`config.mk`:
```
export PLATFORM = sky130hd
export DESIGN_NAME = joystick_to_gamepad_state
export DESIGN_NICKNAME = d
export VERILOG_FILES = /design/src/rtl/jgs_pkg.sv /design/src/rtl/joystick_to_gamepad_state.sv /design/src/rtl/jgs_map.sv
export SDC_FILE = /design/constraint.sdc
export NUM_CORES = 1
export LEC_CHECK = 0
export ABC_AREA = 1
export BUFFER_PORTS_ARGS = -buffer_cell sky130_fd_sc_hd__buf_2
export CAP_MARGIN = 20
export CORE_MARGIN = 2
export CORE_UTILIZATION = 58
export DETAILED_ROUTE_END_ITERATION = 8
export GPL_TIMING_DRIVEN = 0
export PLACE_DENSITY = 0.89
export SLEW_MARGIN = 20
export SYNTH_ARGS = -nofsm -noshare
export SYNTH_HDL_FRONTEND = slang
export SYNTH_SLANG_ARGS = --single-unit
```
`constraint.sdc`:
```
create_clock -name clk -period 9.73 [get_ports clk]
set_clock_uncertainty 0.1 [all_clocks]
set_input_delay 1.4595 -clock clk [delete_from_list [all_inputs] [get_ports clk]]
set_output_delay 1.4595 -clock clk [all_outputs]
set_load 0.01 [all_outputs]
```
`src/rtl/jgs_pkg.sv`:
```
package jgs_pkg;

	// Configuration register indexes.
	typedef enum logic [2:0] {
		REG_SLOT0    = 3'd0,
		REG_SLOT1    = 3'd1,
		REG_SLOT2    = 3'd2,
		REG_SLOT3    = 3'd3,
		REG_PRESENT  = 3'd4,
		REG_LEFT_DZ  = 3'd5,
		REG_RIGHT_DZ = 3'd6,
		REG_TRIG_THR = 3'd7
	} reg_index_t;

	// Reset values of the configuration registers.
	localparam logic [15:0] LEFT_DZ_RESET  = 16'd7849;
	localparam logic [15:0] RIGHT_DZ_RESET = 16'd8689;
	localparam logic [7:0]  TRIG_THR_RESET = 8'd30;

	// User slot code that stands for any slot; the map treats it as slot 0.
	localparam logic [7:0] USER_ANY = 8'hFF;

	// Hat octant edges in hundredths of a degree (multiples of 4500).
	localparam logic [15:0] HAT_OCT1 = 16'd4500;
	localparam logic [15:0] HAT_OCT2 = 16'd9000;
	localparam logic [15:0] HAT_OCT3 = 16'd13500;
	localparam logic [15:0] HAT_OCT4 = 16'd18000;
	localparam logic [15:0] HAT_OCT5 = 16'd22500;
	localparam logic [15:0] HAT_OCT6 = 16'd27000;
	localparam logic [15:0] HAT_OCT7 = 16'd31500;
	localparam logic [15:0] HAT_OCT8 = 16'd36000;

	// Trigger scaling: full-scale positive range.
	localparam logic [15:0] TRIG_RANGE_POS = 16'd32767;

	// Pad button bits.
	localparam logic [15:0] PAD_UP     = 16'h0001;
	localparam logic [15:0] PAD_DOWN   = 16'h0002;
	localparam logic [15:0] PAD_LEFT   = 16'h0004;
	localparam logic [15:0] PAD_RIGHT  = 16'h0008;
	localparam logic [15:0] PAD_START  = 16'h0010;
	localparam logic [15:0] PAD_BACK   = 16'h0020;
	localparam logic [15:0] PAD_LTHUMB = 16'h0040;
	localparam logic [15:0] PAD_RTHUMB = 16'h0080;
	localparam logic [15:0] PAD_LSHLD  = 16'h0100;
	localparam logic [15:0] PAD_RSHLD  = 16'h0200;
	localparam logic [15:0] PAD_A      = 16'h1000;
	localparam logic [15:0] PAD_B      = 16'h2000;
	localparam logic [15:0] PAD_X      = 16'h4000;
	localparam logic [15:0] PAD_Y      = 16'h8000;

	typedef struct packed {
		logic [4:0]  slot0;
		logic [4:0]  slot1;
		logic [4:0]  slot2;
		logic [4:0]  slot3;
		logic        present;
		logic [15:0] left_dz;
		logic [15:0] right_dz;
		logic [7:0]  trig_thr;
	} cfg_t;

	typedef struct packed {
		logic [7:0]         user_index;
		logic [9:0]         raw_buttons;
		logic [15:0]        hat_angle;
		logic signed [15:0] axis_left_x;
		logic signed [15:0] axis_left_y;
		logic signed [15:0] axis_right_x;
		logic signed [15:0] axis_right_y;
		logic signed [15:0] axis_trigger;
	} poll_t;

	typedef struct packed {
		logic               status;
		logic [3:0]         target_controller;
		logic [15:0]        pad_buttons;
		logic signed [15:0] thumb_left_x;
		logic signed [15:0] thumb_left_y;
		logic signed [15:0] thumb_right_x;
		logic signed [15:0] thumb_right_y;
		logic [7:0]         trigger_left;
		logic [7:0]         trigger_right;
		logic [31:0]        packet_number;
	} pad_rec_t;

endpackage

```
`src/rtl/joystick_to_gamepad_state.sv`:
```
// Channel  Direction  Transfer payload
// s_*      in         joystick poll: tuser = user_index, tdata = buttons, hat, axes
// m_*      out        gamepad record: tuser = status, tdata = record fields
// wr_*     in         configuration write, one register per cycle
//
// One poll per cycle is sustained while m_tready stays high; a poll passes the
// input register then the result register, with the conversion between them.
// Reset clears both stage valids and the packet counter and sets the
// configuration registers to their reset values. A stalled output holds its
// result; an empty input register can still take one poll, after which
// s_tready follows m_tready.
module joystick_to_gamepad_state (
	input  logic         clk,
	input  logic         arst_n,
	input  logic         s_tvalid,
	output logic         s_tready,
	// [9:0] raw_buttons, [25:10] hat_angle, [41:26] axis_left_x,
	// [57:42] axis_left_y, [73:58] axis_right_x, [89:74] axis_right_y,
	// [105:90] axis_trigger, [111:106] zero
	input  logic [111:0] s_tdata,
	// [7:0] user_index
	input  logic [7:0]   s_tuser,
	output logic         m_tvalid,
	input  logic         m_tready,
	// [3:0] target_controller, [19:4] pad_buttons, [35:20] thumb_left_x,
	// [51:36] thumb_left_y, [67:52] thumb_right_x, [83:68] thumb_right_y,
	// [91:84] trigger_left, [99:92] trigger_right, [131:100] packet_number,
	// [135:132] zero
	output logic [135:0] m_tdata,
	// [0] status
	output logic         m_tuser,
	input  logic         wr_en,
	input  logic [2:0]   wr_index,
	input  logic [15:0]  wr_data
);
	import jgs_pkg::*;

	cfg_t     cfg_q;
	logic     v_s1;
	poll_t    poll_s1;
	logic     v_s2;
	pad_rec_t rec_s2;
	pad_rec_t rec;
	logic [31:0] cnt_q;
	logic     adv;
	logic     take;

	assign adv      = v_s1 && (!v_s2 || m_tready);
	assign s_tready = !v_s1 || adv;
	assign take     = s_tvalid && s_tready;

	// Configuration writes.
	always_ff @(posedge clk or negedge arst_n) begin
		if (!arst_n) begin
			cfg_q.slot0    <= 5'd0;
			cfg_q.slot1    <= 5'd0;
			cfg_q.slot2    <= 5'd0;
			cfg_q.slot3    <= 5'd0;
			cfg_q.present  <= 1'b0;
			cfg_q.left_dz  <= LEFT_DZ_RESET;
			cfg_q.right_dz <= RIGHT_DZ_RESET;
			cfg_q.trig_thr <= TRIG_THR_RESET;
		end else if (wr_en) begin
			unique case (reg_index_t'(wr_index))
				REG_SLOT0:    cfg_q.slot0    <= wr_data[4:0];
				REG_SLOT1:    cfg_q.slot1    <= wr_data[4:0];
				REG_SLOT2:    cfg_q.slot2    <= wr_data[4:0];
				REG_SLOT3:    cfg_q.slot3    <= wr_data[4:0];
				REG_PRESENT:  cfg_q.present  <= wr_data[0];
				REG_LEFT_DZ:  cfg_q.left_dz  <= wr_data;
				REG_RIGHT_DZ: cfg_q.right_dz <= wr_data;
				REG_TRIG_THR: cfg_q.trig_thr <= wr_data[7:0];
				default: ;
			endcase
		end
	end

	// Stage valids and the packet counter.
	always_ff @(posedge clk or negedge arst_n) begin
		if (!arst_n) begin
			v_s1  <= 1'b0;
			v_s2  <= 1'b0;
			cnt_q <= 32'd0;
		end else begin
			if (take) begin
				v_s1 <= 1'b1;
			end else if (adv) begin
				v_s1 <= 1'b0;
			end
			if (adv) begin
				v_s2 <= 1'b1;
				if (!rec.status) begin
					cnt_q <= cnt_q + 32'd1;
				end
			end else if (m_tready) begin
				v_s2 <= 1'b0;
			end
		end
	end

	// Payload registers.
	always_ff @(posedge clk) begin
		if (take) begin
			poll_s1.user_index   <= s_tuser;
			poll_s1.raw_buttons  <= s_tdata[9:0];
			poll_s1.hat_angle    <= s_tdata[25:10];
			poll_s1.axis_left_x  <= s_tdata[41:26];
			poll_s1.axis_left_y  <= s_tdata[57:42];
			poll_s1.axis_right_x <= s_tdata[73:58];
			poll_s1.axis_right_y <= s_tdata[89:74];
			poll_s1.axis_trigger <= s_tdata[105:90];
		end
		if (adv) begin
			rec_s2 <= rec;
		end
	end

	jgs_map u_map (
		.cfg   (cfg_q),
		.poll  (poll_s1),
		.count (cnt_q),
		.rec   (rec)
	);

	assign m_tvalid = v_s2;
	assign m_tuser  = rec_s2.status;
	assign m_tdata  = {4'd0, rec_s2.packet_number, rec_s2.trigger_right,
		rec_s2.trigger_left, rec_s2.thumb_right_y, rec_s2.thumb_right_x,
		rec_s2.thumb_left_y, rec_s2.thumb_left_x, rec_s2.pad_buttons,
		rec_s2.target_controller};

endmodule

```
`src/rtl/jgs_map.sv`:
```
module jgs_map (
	input  jgs_pkg::cfg_t     cfg,
	input  jgs_pkg::poll_t    poll,
	input  logic [31:0]       count,
	output jgs_pkg::pad_rec_t rec
);
	import jgs_pkg::*;

	// An axis passes when v >= d or v <= -d; compare on 18 bits so every d fits.
	function automatic logic [15:0] deadzone(input logic [15:0] v, input logic [15:0] d);
		logic signed [17:0] vs;
		logic signed [17:0] ds;
		begin
			vs = {{2{v[15]}}, v};
			ds = {2'b00, d};
			deadzone = (vs >= ds || vs <= -ds) ? v : 16'd0;
		end
	endfunction

	logic [4:0]  ctl;
	logic        slot_ok;
	logic [15:0] btn_bits;
	logic [15:0] hat_bits;
	logic [15:0] hat;
	logic [15:0] z;
	logic [15:0] z_mag;
	logic [23:0] z_prod;
	logic [8:0]  q_est;
	logic [24:0] q_mul;
	logic [24:0] rem;
	logic [7:0]  tl_val;
	logic [7:0]  tr_val;
	logic [7:0]  trig_scaled;
	logic        trig_keep;
	logic [15:0] lx;
	logic [15:0] ly;
	logic [15:0] rx;
	logic [15:0] ry;

	// Slot selection; unknown slots have no controller.
	always_comb begin
		slot_ok = 1'b1;
		ctl     = 5'd0;
		priority if (poll.user_index == 8'd0 || poll.user_index == USER_ANY) begin
			ctl = cfg.slot0;
		end else if (poll.user_index == 8'd1) begin
			ctl = cfg.slot1;
		end else if (poll.user_index == 8'd2) begin
			ctl = cfg.slot2;
		end else if (poll.user_index == 8'd3) begin
			ctl = cfg.slot3;
		end else begin
			slot_ok = 1'b0;
		end
	end

	// Button remap to the standard pad bits.
	always_comb begin
		btn_bits = 16'd0;
		if (poll.raw_buttons[0]) btn_bits = btn_bits | PAD_A;
		if (poll.raw_buttons[1]) btn_bits = btn_bits | PAD_B;
		if (poll.raw_buttons[2]) btn_bits = btn_bits | PAD_X;
		if (poll.raw_buttons[3]) btn_bits = btn_bits | PAD_Y;
		if (poll.raw_buttons[4]) btn_bits = btn_bits | PAD_LSHLD;
		if (poll.raw_buttons[5]) btn_bits = btn_bits | PAD_RSHLD;
		if (poll.raw_buttons[6]) btn_bits = btn_bits | PAD_BACK;
		if (poll.raw_buttons[7]) btn_bits = btn_bits | PAD_START;
		if (poll.raw_buttons[8]) btn_bits = btn_bits | PAD_LTHUMB;
		if (poll.raw_buttons[9]) btn_bits = btn_bits | PAD_RTHUMB;
	end

	// Hat octants by range compare. The centred code lies past the last
	// octant, so it sets no bit on its own.
	assign hat = poll.hat_angle;
	always_comb begin
		hat_bits = 16'd0;
		if (hat < HAT_OCT2 || (hat >= HAT_OCT7 && hat < HAT_OCT8))
			hat_bits = hat_bits | PAD_UP;
		if (hat >= HAT_OCT1 && hat < HAT_OCT4)
			hat_bits = hat_bits | PAD_RIGHT;
		if (hat >= HAT_OCT3 && hat < HAT_OCT6)
			hat_bits = hat_bits | PAD_DOWN;
		if (hat >= HAT_OCT5 && hat < HAT_OCT8)
			hat_bits = hat_bits | PAD_LEFT;
	end

	// Trigger scaling. The product 255*|z| is divided by 32768 with a shift.
	// For the positive side the divisor is 32767: the shifted estimate is
	// at most one low, so one compare and an increment correct it.
	assign z      = poll.axis_trigger;
	assign z_mag  = z[15] ? (16'd0 - z) : z;
	assign z_prod = {z_mag, 8'd0} - {8'd0, z_mag};
	assign q_est  = {1'b0, z_prod[22:15]};
	assign q_mul  = {1'b0, z_prod} + 25'(q_est);
	assign rem    = q_mul - {1'b0, q_est, 15'd0};
	assign tl_val = (rem >= {9'd0, TRIG_RANGE_POS}) ? (q_est[7:0] + 8'd1) : q_est[7:0];
	assign tr_val = z_prod[22:15];
	assign trig_scaled = z[15] ? tr_val : tl_val;
	assign trig_keep   = (z != 16'd0) && (trig_scaled >= cfg.trig_thr);

	// Stick deadzones; the Y axes come out as -1 minus the value.
	assign lx = deadzone(poll.axis_left_x, cfg.left_dz);
	assign ly = deadzone(poll.axis_left_y, cfg.left_dz);
	assign rx = deadzone(poll.axis_right_x, cfg.right_dz);
	assign ry = deadzone(poll.axis_right_y, cfg.right_dz);

	// Assemble the record; a failed read leaves every other field zero.
	always_comb begin
		rec = '0;
		if (!slot_ok || ctl == 5'd0 || !cfg.present) begin
			rec.status = 1'b1;
		end else begin
			rec.status            = 1'b0;
			rec.target_controller = 4'(ctl - 5'd1);
			rec.pad_buttons       = btn_bits | hat_bits;
			rec.thumb_left_x      = lx;
			rec.thumb_left_y      = ~ly;
			rec.thumb_right_x     = rx;
			rec.thumb_right_y     = ~ry;
			rec.trigger_left      = (trig_keep && !z[15]) ? trig_scaled : 8'd0;
			rec.trigger_right     = (trig_keep && z[15]) ? trig_scaled : 8'd0;
			rec.packet_number     = count;
		end
	end

endmodule
```
==> summary.md <==
| Metric | Value |
|---|---|
| DRC violations left | `0` |
| Asr flop ratio synth | `28.1%` |
| Unrepaired setup endpoints after global routing | `no` |
| Clock latency reported for the late side of the worst-skew pair | `0.54 ns` |
| Timing startpoint of the critical path | `poll_s1[0]` |
| Overflow left after global routing | `0` |
| Proportion of layout cells with a drive suffix above 1 | `17.3%` |
| H-tree depth reported by CTS | `2` |
| Filler Cells Inserted | `2,575` |
| Least-Margin Pin Slew | `1.09 ns` |
| Cell types occupying the most area after synthesis | `edfxtp_1, ha_1, dfrtp_1` |
| Max-slew headroom at the worst pin | `27.5%` |
| Post-synthesis cell count | `2,132` |
| Timing-limited maximum frequency | `0.118 GHz` |
| Distinct cell type count of the synthesized netlist | `62` |
| Share of the yosys chip area belonging to registers | `49.7%` |
| FF+latch count, synth | `338` |
| Aggregate routed wire length | `51.3 mm` |
| Power Density | `199 nW/um^2` |
| Sort of element at the end of the critical path | `flop` |
| Required arrival time at the worst endpoint | `9.87 ns` |
| Area enclosed by the die boundary | `35,100 um^2` |
| 1st-pass router iterations | `5` |
| Top-level port count | `283` |
| Largest area contributor in the synthesized netlist | `edfxtp_1` |
| Worst min-delay path startpoint | `cfg_q[46]` |
| First-pass GRT wire length | `81.2 mm` |
| Yosys warning count | `0` |
| PortBufs | `268` |
| Worst hold slack after final layout | `0.385 ns` |
| R2r endpoint | `m_tdata[94]` |
| Nets@finish | `2,766` |
| Relative area change from synthesis to final layout | `16.8%` |
| Biggest cell delay along the critical path | `0.50 ns` |
| Overall die height | `187 um` |
| Count of max-cap constraint violations | `0` |
| Top FF cell, synth | `edfxtp_1` |
| Number of nets still failing antenna checks after routing | `0` |
| Data arrival time of the critical path | `8.64 ns` |
| Critical-path top delay cell | `edfxtp_1` |
| Post-cts resize count | `0` |
| Critical Setup Path Class | `flop to flop` |
| Post-Syn Area | `19,500 um^2` |
| Post-route total power | `4530 uW` |
| Hold buffer count at cts | `0` |
| Final hold violation count | `0` |
| Worst reg-to-reg path cell count | `43` |
| Fraction of power spent switching nets | `32.9%` |
| Post-placement cell area | `21,500 um^2` |
| Width of the die | `187 um` |
| Final setup violation count | `0` |
| Detailed placement HPWL | `39.0 mm` |
| Post-detailed-route wirelength per cell | `17.5 um` |
| Clock buffers created by TritonCTS | `36` |
| Internal Pwr Total | `3040 uW` |
| Initial antenna violation count | `6` |
| Master cell of the clock root buffer | `clkbuf_16` |
| Synth top area share | `37.4%` |
| Drt first-iter violations | `1,193` |
| Largest net degree at the start of global routing | `80` |
| Cell depth of the worst hold path | `2` |
| Number of global-route vias before repair | `16,100` |
| Max rail drop VDD | `0.143 mV` |
| CP Max Fanout | `8` |
| Final cell area excluding filler cells | `22,800 um^2` |
| Reg-to-Reg Start | `poll_s1[0]` |
| Startpoint types | `flop` |
| Static leakage | `0.0108 uW` |
| TritonCTS clock tree | `built` |
| Placeable core area | `33,400 um^2` |
| Footprint of the multi-input gates | `8550 um^2` |
| Initial Utilization | `58.5%` |
| Final critical-path required period | `8.50 ns` |
| Placer Congestion | `0.942` |
| Via count of the routed design | `16,400` |
| EDFF count, synth | `243` |
| Run status | `complete, no violations` |
| Internal reg-to-reg setup slack | `1.23 ns` |
| DR vias/cell | `5.61` |
| Clock sink count | `338` |
| Proportion of power drawn by combinational gates | `27.9%` |
| Final-layout setup total negative slack | `0 ns` |
| Post-CTS setup buffers | `0` |
| # rows | `67` |
| Final max-slew violation count | `0` |
| Post-CTS clock slew at the launch and capture registers of the worst setup and hold paths | `0.06 ns` |
| Number of buffers between clock root and the deepest sink | `3` |
| Mean Syn Cell Area | `9.16 um^2` |
| Path class of the lowest-slack min-delay path | `flop to flop` |
| Period utilisation layout | `87.4%` |
| Total GRT Usage | `29.0%` |
| Sequential cell area | `9700 um^2` |
| Terminating pin of the worst hold path | `cfg_q[46]` |
| Part of the power in registers | `40.4%` |
| P_sw | `1490 uW` |
| Clock network fraction of total power | `31.8%` |
==> per-layer routing <==
layer  vias to the layer above  share of wire [%]  GRT usage (%)
met5                         -              0.021              0
met4                         2                3.4           10.6
met3                       136                7.5           4.92
met2                       703                 49           50.7
met1                      7750                 40           36.5
li1                       7833                  -              -
==> cells by family (layout without fill, tap and decap cells) <==
family	after synthesis	after routing	share of synthesized area [%]
AOI/OAI and AO/OA	308	308	8.80
xor gates and xnor gates	69	69	3.10
adders and majority gates	176	176	11.3
buffers and inverters	330	666	6.60
DFF	338	338	49.7
other	1	11	0.0192
and+or+nand+nor	910	910	20.5
==> per-stage QoR <==
| stage | setup WS [ns] | cells | utilization [%] |
|---|---|---|---|
| after floorplan | 3.01 | 2137 | - |
| after global placement | 1.41 | 2853 | 64.3 |
| after detailed placement | 1.30 | 2856 | 64.6 |
| after CTS | 1.28 | 2921 | 68.3 |
| after global routing | 0.716 | 2925 | 68.3 |
| final | 1.23 | 2926 | 68.3 |
==> registers in the layout, indices dropped and copies added (netlist names) <==
register / count
m_tdata: 130
poll_s1: 112
cfg_q: 61
cnt_q: 32
m_tuser: 1
m_tvalid: 1
v_s1: 1
==> synthesized netlist by cell type (6+ instances only) <==
master,count
clkbuf_1,22
buf_4,6
nand2_2,27
nor2_1,224
nor4_1,17
dfrtp_1,76
nor3_1,32
o21a_1,9
xor2_1,64
nand3_1,87
nand3b_1,12
a211oi_1,6
inv_1,285
a21oi_1,124
edfxtp_1,243
inv_2,11
nor2_2,8
ha_1,176
o21ai_0,123
nand2_1,431
dfstp_2,19
nand4_1,43
==> cell type report <==
class                           count  area share (%)
Tap cell                          448            2.46
Clock buffer                       44            4.26
Inverter                          297            4.93
Sequential cell                   338            42.5
Clock inverter                     21            1.21
Buffer                             33           0.757
Timing Repair Buffer              271            6.27
Antenna cell                        5          0.0549
Multi-Input combinational cell   1469            37.5
==> power groups by stage <==
stage | clock network, uW | logic, uW | registers [uW]
global route | 1510 | 1420 | 1840
CTS | 1460 | 1250 | 1830
floorplan | 0 | 840 | 1870
detailed placement | 0 | 1230 | 1850
global placement | 0 | 1160 | 1860
finish | 1440 | 1260 | 1830
==> worst max-delay path: cells and delay by family (launching register included) <==
family	cells	cell delay [ns]
flops	1	0.50
buf+inv	5	0.64
xor+xnor	2	0.77
simple gates	17	2.05
fa+ha+maj	5	1.57
compound gates	14	2.59
==> placed cells by master, fill, tap and decap left out, types with 8 or more instances in the layout <==
| master | n |
|---|---|
| inv_1 | 283 |
| nand2_2 | 27 |
| nand2_1 | 431 |
| o21ai_0 | 123 |
| nand4_1 | 43 |
| dfrtp_1 | 76 |
| buf_2 | 267 |
| dfstp_2 | 19 |
| nor4_1 | 17 |
| o21a_1 | 9 |
| nor3_1 | 32 |
| nor2_1 | 224 |
| nor2_2 | 8 |
| clkbuf_16 | 37 |
| a21oi_1 | 124 |
| clkbuf_1 | 27 |
| inv_2 | 11 |
| nand3b_1 | 12 |
| nand3_1 | 87 |
| ha_1 | 176 |
| xor2_1 | 64 |
| edfxtp_1 | 243 |
==> worst max-delay path by stage <==
stage,end,cells past startpoint
3_3_place_gp,m_tdata[85],43
4_1_cts,m_tdata[88],43
3_5_place_dp,m_tdata[88],43
6_report,m_tdata[94],43
5_1_grt,m_tdata[94],43
2_1_floorplan,m_tdata[93],46
No activity file was read; power rests on OpenSTA's default activity.
